<file path="src/design/lsm_pkg.sv">
package lsm_pkg;

    localparam int PATTERN_MAX = 16;
    localparam int LINE_W      = 32;
    localparam int OFFSET_W    = 16;

    localparam int PAT_BYTES   = 16;
    localparam int LEN_W       = 5;
    localparam int CFG_W       = 64;
    localparam int CFG_IDX_W   = 2;
    localparam int PTR_W       = (PATTERN_MAX > 1) ? $clog2(PATTERN_MAX) : 1;

    localparam longint unsigned COUNT_MAX_L =
        ((64'd1 << OFFSET_W) - 64'd1) + 64'(PATTERN_MAX);
    localparam int COUNT_W = $clog2(COUNT_MAX_L + 64'd1);

    localparam logic [CFG_IDX_W-1:0] CFG_PAT_LOW  = 2'd0;
    localparam logic [CFG_IDX_W-1:0] CFG_PAT_HIGH = 2'd1;
    localparam logic [CFG_IDX_W-1:0] CFG_PAT_LEN  = 2'd2;

    localparam logic [7:0] NEWLINE = 8'd10;

    typedef struct packed {
        logic       adv;
        logic       file_start;
        logic [7:0] data_byte;
    } t_step;

endpackage

</file>
<file path="src/design/lsm_window.sv">
module lsm_window (
    input  logic                          i_clk,
    input  logic                          i_rst_n,
    input  lsm_pkg::t_step                i_step,
    input  logic [lsm_pkg::PAT_BYTES*8-1:0] i_pattern,
    input  logic [lsm_pkg::LEN_W-1:0]     i_len,
    output logic                          o_hit
);

    logic [7:0] r_win [lsm_pkg::PATTERN_MAX];
    logic [7:0] n_win [lsm_pkg::PATTERN_MAX];
    logic [lsm_pkg::LEN_W-1:0] pos;
    logic                      mismatch;

    always_comb begin
        n_win[0] = i_step.data_byte;
        for (int i = 1; i < lsm_pkg::PATTERN_MAX; i++) begin
            n_win[i] = i_step.file_start ? 8'd0 : r_win[i-1];
        end
    end

    always_comb begin
        mismatch = 1'b0;
        pos      = '0;
        for (int k = 0; k < lsm_pkg::PATTERN_MAX; k++) begin
            if (k < int'(i_len)) begin
                pos = i_len - lsm_pkg::LEN_W'(k + 1);
                if (n_win[pos[lsm_pkg::PTR_W-1:0]] != i_pattern[k*8 +: 8]) begin
                    mismatch = 1'b1;
                end
            end
        end
        o_hit = (i_len != '0) && !mismatch;
    end

    always_ff @(posedge i_clk) begin
        if (!i_rst_n) begin
            for (int i = 0; i < lsm_pkg::PATTERN_MAX; i++) begin
                r_win[i] <= 8'd0;
            end
        end else if (i_step.adv) begin
            for (int i = 0; i < lsm_pkg::PATTERN_MAX; i++) begin
                r_win[i] <= n_win[i];
            end
        end
    end

endmodule

</file>
<file path="src/design/lsm_counter.sv">
module lsm_counter (
    input  logic                          i_clk,
    input  logic                          i_rst_n,
    input  lsm_pkg::t_step                i_step,
    input  logic [lsm_pkg::LEN_W-1:0]     i_len,
    output logic                          o_long_enough,
    output logic [lsm_pkg::LINE_W-1:0]    o_line,
    output logic [lsm_pkg::OFFSET_W-1:0]  o_offset
);

    localparam logic [lsm_pkg::COUNT_W-1:0] COUNT_MAX =
        lsm_pkg::COUNT_W'(lsm_pkg::COUNT_MAX_L);
    localparam logic [lsm_pkg::LINE_W-1:0]   LINE_MAX = '1;
    localparam logic [lsm_pkg::OFFSET_W-1:0] OFF_MAX  = '1;

    logic [lsm_pkg::LINE_W-1:0]  r_line, n_line, line_base;
    logic [lsm_pkg::COUNT_W-1:0] r_count, n_count, count_base, diff, len_ext;
    logic                        r_at_start, at_start;

    always_comb begin
        line_base  = i_step.file_start ? '0 : r_line;
        at_start   = i_step.file_start || r_at_start;
        n_line     = line_base;
        count_base = r_count;
        if (at_start) begin
            n_line     = (line_base == LINE_MAX) ? LINE_MAX : line_base + 1'b1;
            count_base = '0;
        end
        n_count = (count_base == COUNT_MAX) ? COUNT_MAX : count_base + 1'b1;

        len_ext       = lsm_pkg::COUNT_W'(i_len);
        o_long_enough = (n_count >= len_ext);
        diff          = n_count - len_ext;
        o_offset      = (diff > lsm_pkg::COUNT_W'(OFF_MAX)) ? OFF_MAX
                                                           : diff[lsm_pkg::OFFSET_W-1:0];
        o_line        = n_line;
    end

    always_ff @(posedge i_clk) begin
        if (!i_rst_n) begin
            r_line     <= '0;
            r_count    <= '0;
            r_at_start <= 1'b1;
        end else if (i_step.adv) begin
            r_line     <= n_line;
            r_count    <= n_count;
            r_at_start <= (i_step.data_byte == lsm_pkg::NEWLINE);
        end
    end

endmodule

</file>
<file path="src/design/line_substring_matcher.sv">
// Channel   Dir  Payload                                   Handshake
// s_axis    in   tdata[7:0] data_byte, tuser[0] file_start tvalid/tready
// m_axis    out  tdata[31:0] match_line, [47:32] offset    tvalid/tready
// cfg       in   index 0 low bytes, 1 high bytes, 2 length i_cfg_we
//
// One word per cycle sustained while m_axis does not back-pressure. A word is
// held in the input register, then the window compare and counter update
// write the result register, which presents a match on m_axis. The input
// stage stalls only when the result register is full and m_axis_tready is
// low. Reset is synchronous; no clearing pass.
module line_substring_matcher (
    input  logic                             i_clk,
    input  logic                             i_rst_n,
    input  logic                             s_axis_tvalid,
    output logic                             s_axis_tready,
    input  logic [7:0]                       s_axis_tdata,   // data_byte
    input  logic                             s_axis_tuser,   // file_start
    output logic                             m_axis_tvalid,
    input  logic                             m_axis_tready,
    output logic [lsm_pkg::LINE_W+lsm_pkg::OFFSET_W-1:0] m_axis_tdata, // match_line, match_offset
    input  logic                             i_cfg_we,
    input  logic [lsm_pkg::CFG_IDX_W-1:0]    i_cfg_index,
    input  logic [lsm_pkg::CFG_W-1:0]        i_cfg_data
);

    logic [lsm_pkg::CFG_W-1:0] r_pat_low, r_pat_high;
    logic [lsm_pkg::LEN_W-1:0] r_pat_len, len_eff;

    logic       r_in_valid;
    logic [7:0] r_in_byte;
    logic       r_in_start;

    logic                         r_out_valid;
    logic [lsm_pkg::LINE_W-1:0]   r_out_line;
    logic [lsm_pkg::OFFSET_W-1:0] r_out_off;

    lsm_pkg::t_step               step;
    logic                         adv, win_hit, long_enough;
    logic [lsm_pkg::LINE_W-1:0]   line;
    logic [lsm_pkg::OFFSET_W-1:0] offset;

    always_ff @(posedge i_clk) begin
        if (!i_rst_n) begin
            r_pat_low  <= '0;
            r_pat_high <= '0;
            r_pat_len  <= lsm_pkg::LEN_W'(1);
        end else if (i_cfg_we) begin
            unique case (i_cfg_index)
                lsm_pkg::CFG_PAT_LOW:  r_pat_low  <= i_cfg_data;
                lsm_pkg::CFG_PAT_HIGH: r_pat_high <= i_cfg_data;
                lsm_pkg::CFG_PAT_LEN:  r_pat_len  <= i_cfg_data[lsm_pkg::LEN_W-1:0];
                default: ;
            endcase
        end
    end

    assign len_eff = (r_pat_len > lsm_pkg::LEN_W'(lsm_pkg::PATTERN_MAX))
                   ? lsm_pkg::LEN_W'(lsm_pkg::PATTERN_MAX) : r_pat_len;

    assign adv           = r_in_valid && (!r_out_valid || m_axis_tready);
    assign s_axis_tready = !r_in_valid || adv;

    always_ff @(posedge i_clk) begin
        if (!i_rst_n) begin
            r_in_valid <= 1'b0;
        end else if (s_axis_tready) begin
            r_in_valid <= s_axis_tvalid;
        end
    end

    always_ff @(posedge i_clk) begin
        if (s_axis_tready && s_axis_tvalid) begin
            r_in_byte  <= s_axis_tdata;
            r_in_start <= s_axis_tuser;
        end
    end

    assign step.adv        = adv;
    assign step.file_start = r_in_start;
    assign step.data_byte  = r_in_byte;

    lsm_window u_window (
        .i_clk     (i_clk),
        .i_rst_n   (i_rst_n),
        .i_step    (step),
        .i_pattern ({r_pat_high, r_pat_low}),
        .i_len     (len_eff),
        .o_hit     (win_hit)
    );

    lsm_counter u_counter (
        .i_clk         (i_clk),
        .i_rst_n       (i_rst_n),
        .i_step        (step),
        .i_len         (len_eff),
        .o_long_enough (long_enough),
        .o_line        (line),
        .o_offset      (offset)
    );

    always_ff @(posedge i_clk) begin
        if (!i_rst_n) begin
            r_out_valid <= 1'b0;
        end else if (adv) begin
            r_out_valid <= win_hit && long_enough;
        end else if (m_axis_tready) begin
            r_out_valid <= 1'b0;
        end
    end

    always_ff @(posedge i_clk) begin
        if (adv) begin
            r_out_line <= line;
            r_out_off  <= offset;
        end
    end

    assign m_axis_tvalid = r_out_valid;
    assign m_axis_tdata  = {r_out_off, r_out_line};

endmodule

</file>
<file path="config.mk">
export PLATFORM = sky130hd
export DESIGN_NAME = line_substring_matcher
export DESIGN_NICKNAME = d
export VERILOG_FILES = /design/src/design/lsm_pkg.sv /design/src/design/lsm_window.sv /design/src/design/lsm_counter.sv /design/src/design/line_substring_matcher.sv
export SDC_FILE = /design/constraint.sdc
export NUM_CORES = 1
export LEC_CHECK = 0
export ABC_AREA = 1
export BUFFER_PORTS_ARGS = -buffer_cell sky130_fd_sc_hd__buf_2
export CORE_MARGIN = 2
export CORE_UTILIZATION = 37
export DETAILED_ROUTE_END_ITERATION = 10
export PLACE_DENSITY = 0.63
export SYNTH_ARGS = -nofsm -noshare
export SYNTH_HDL_FRONTEND = slang
export SYNTH_SLANG_ARGS = --single-unit
</file>
<file path="constraint.sdc">
create_clock -name i_clk -period 8.5 [get_ports i_clk]
set_input_delay 1.275 -clock i_clk [delete_from_list [all_inputs] [get_ports i_clk]]
set_output_delay 1.275 -clock i_clk [all_outputs]
set_load 0.05 [all_outputs]
</file>
==> results_dict.tcl <==
set metrics [dict create \
    hp-class "reg2reg" \
    dpl.hpwl_um 69400 \
    rows 93 \
    synthFlopType "dfxtp_1" \
    slew_violations 0 \
    antenna_found_initial 3 \
    cp.required_ps 9040 \
    ant_nets 0 \
    yosysUniqueCellTypes 49 \
    vias 25157 \
    fin_total_pwr_mw 5.55 \
    synth_largest_area_cell "edfxtp_1" \
    hold_viol_final 0 \
    drive_gt1_share_pct 8.67 \
    finalSetupViolCount 0 \
    start_kind "register" \
    die_area_um2 67300 \
    ioPinCount 130 \
    portBuffers 129 \
    tightest_slew_ps 1190 \
    cp_cell_sequence "nor2_4 > nand2_4 > nand2_8 > nand2_4 > inv_4 > nand2_2 > nand2_1 > nand3_1 > nand3_1 > nand2_1 > nand2_1 > nand2_1 > inv_1 > nand2_1 > nor2_1 > nand2_1 > nand2_1 > nand2_1 > nor2_1 > nand3_1 > nor2_1 > nor2_1 > nor2_1" \
    final_nets 3710 \
    fillers 6848 \
    routed_via_density 5.57 \
    cts_made_buffers 44 \
    power_density_nw_per_um2 208 \
    firstDrtPassIters 6 \
    tns_ps 0 \
    path_clk_slew_ps 60 \
    post-route-util_pct 41.5 \
    irDropWorstVdd_mv 0.174 \
    cap_violations 0 \
    fin_crit_sh_pct 66.4 \
    synth_most_common_cell "nand3_1" \
    cp_top_family "simple AND/OR/NAND/NOR gates" \
    core_um2 64500 \
    min-delay-start "u_counter.r_line[5]" \
    cp.arrival_ps 6190 \
    cts_tree "yes" \
    pre_cts_ws_ps 3130 \
    drt-total-wl_um 93800 \
    cp_slowest_stage_delay_ps 910 \
    root_buffer "clkbuf_16" \
    grt_setup_unrepaired "false" \
    post_drt_wl_per_cell_um 20.8 \
    yosysTopAreaCellShare_pct 22.0 \
    die_h_um 259 \
    place_congestion 1.02 \
    syn_nets 3718 \
    initial_utilization_pct 37.5 \
    synthTopCellsByCount "931 x nand3_1, 922 x nand2_1, 321 x nor2_1" \
    overflow 0 \
    async_reset_ff_share_pct 0 \
    p_leak_nw 11.9 \
    drtIter0Drc 3360 \
    area_growth_pct 10.7 \
    status "finished, final reports clean" \
    die_w_um 259 \
    first_global_vias 22950 \
    crit_start "r_pat_len[0]" \
    cp_slowest_cell "nand2_1" \
    yosysSeqAreaShare_pct 37.3 \
    cts_setup_buffers 0 \
    clk_path_buf_depth 3 \
    path_max_fanout 130 \
    skew_ps 24.7 \
    max_freq_ghz 0.177 \
    synth_warnings 0 \
    cp-end-kind "register" \
    crit_top_cell "nand2_1" \
    critPathBufInv 2 \
    clkSinkCount 362 \
    syn_inst 3630 \
    netlist_area_um2 24200 \
    synth_area_leaders "edfxtp_1 22%, nand3_1 19%, dfxtp_1 15%, nand2_1 14%, nor2_1 5.0%" \
    r2r-start "r_pat_len[0]" \
    drcViolationCount 0 \
    setup_ws_ps 2860 \
    grt_max_degree 132 \
    clk_latency_ps 610 \
    h-tree-depth 2 \
    period_needed_ps 5640 \
    grt_usage_pct 27.2 \
    maxSlewHeadroom_pct 20.1 \
    grt_pass1_wl_um 140000 \
    path_class "reg2reg" \
    syn_avg_cell_area_um2 6.65 \
    synth_seq_cells 362 \
    synth_edf_count 177 \
    holdBufCountCts 0 \
    post_cts_resized 0 \
]
## worst reg2reg max path, delay by kind of cell (launching register included)
kind / cells / cell delay [ps]
buf+inv: 2 / 940
simple gates: 21 / 4170
flops: 1 / 470
## flip-flops by register name, indices dropped and copies added (netlist names)
| register | flops |
|---|---|
| u_counter.r_count | 17 |
| u_counter.r_at_start | 1 |
| m_axis_tvalid | 1 |
| r_pat_len | 5 |
| r_pat_high | 64 |
| r_out_line | 32 |
| u_window.r_win | 120 |
| r_in_start | 1 |
| r_out_off | 16 |
| r_in_byte | 8 |
| u_counter.r_line | 32 |
| r_in_valid | 1 |
| r_pat_low | 64 |
## metal layers
metal,global-route usage (%),wire [µm]
met5,0,14
met3,5.77,8780
met4,14.5,5720
met1,36.0,38600
met2,41.6,40700
## final cells by class
| cell class | instances | area, µm² | share of cell area, % |
|---|---|---|---|
| Antenna cell | 1 | 2.50 | 0.00936 |
| Clock buffer | 62 | 1320 | 4.92 |
| Clock inverter | 20 | 338 | 1.26 |
| Inverter | 326 | 1240 | 4.63 |
| Multi-Input combinational cell | 2737 | 12900 | 48.4 |
| Sequential cell | 362 | 9020 | 33.8 |
| Tap cell | 855 | 1070 | 4.00 |
| Timing Repair Buffer | 151 | 813 | 3.04 |
## cell usage in the layout (no fill, tap or decap), types with 55 or more instances in the layout
master / n
nand3_1: 931
edfxtp_1: 177
nand2_1: 922
xor2_1: 55
nor2_1: 321
a21oi_1: 116
buf_2: 128
dfxtp_1: 184
o21ai_0: 191
inv_1: 303
## metrics by stage
step	instance area, µm²	cells	hold slack [ps]
final	26700	4514	465
after floorplan	24200	3630	429
after detailed placement	25100	4431	455
after global routing	26700	4513	490
after global placement	25100	4431	442
after CTS	26700	4513	467
## cells by family (layout without fill, tap and decap cells)
family	count (synthesis)	after routing	synth area share [%]
buffers and inverters	531	559	9.17
and+or+nand+nor	2319	2319	43.1
other	0	1	0
adders and majority gates	8	8	0.414
xor gates and xnor gates	70	70	2.76
AOI/OAI and AO/OA	340	340	7.27
DFF	362	362	37.3
## final timing paths
kind	cells after the start	endpoint	slack, ps
min	2	u_counter.r_line[5]	460
max	23	m_axis_tvalid	2860
max reg2reg	23	m_axis_tvalid	2860
min reg2reg	2	u_counter.r_line[5]	460
## power breakdown
group | internal, mW | switching (mW) | leakage (nW)
Combinational | 0.393 | 1.05 | 7.78
Clock | 1.30 | 0.841 | 0.808
Sequential | 1.92 | 0.0414 | 3.34
(Power assumes the default switching activity.)
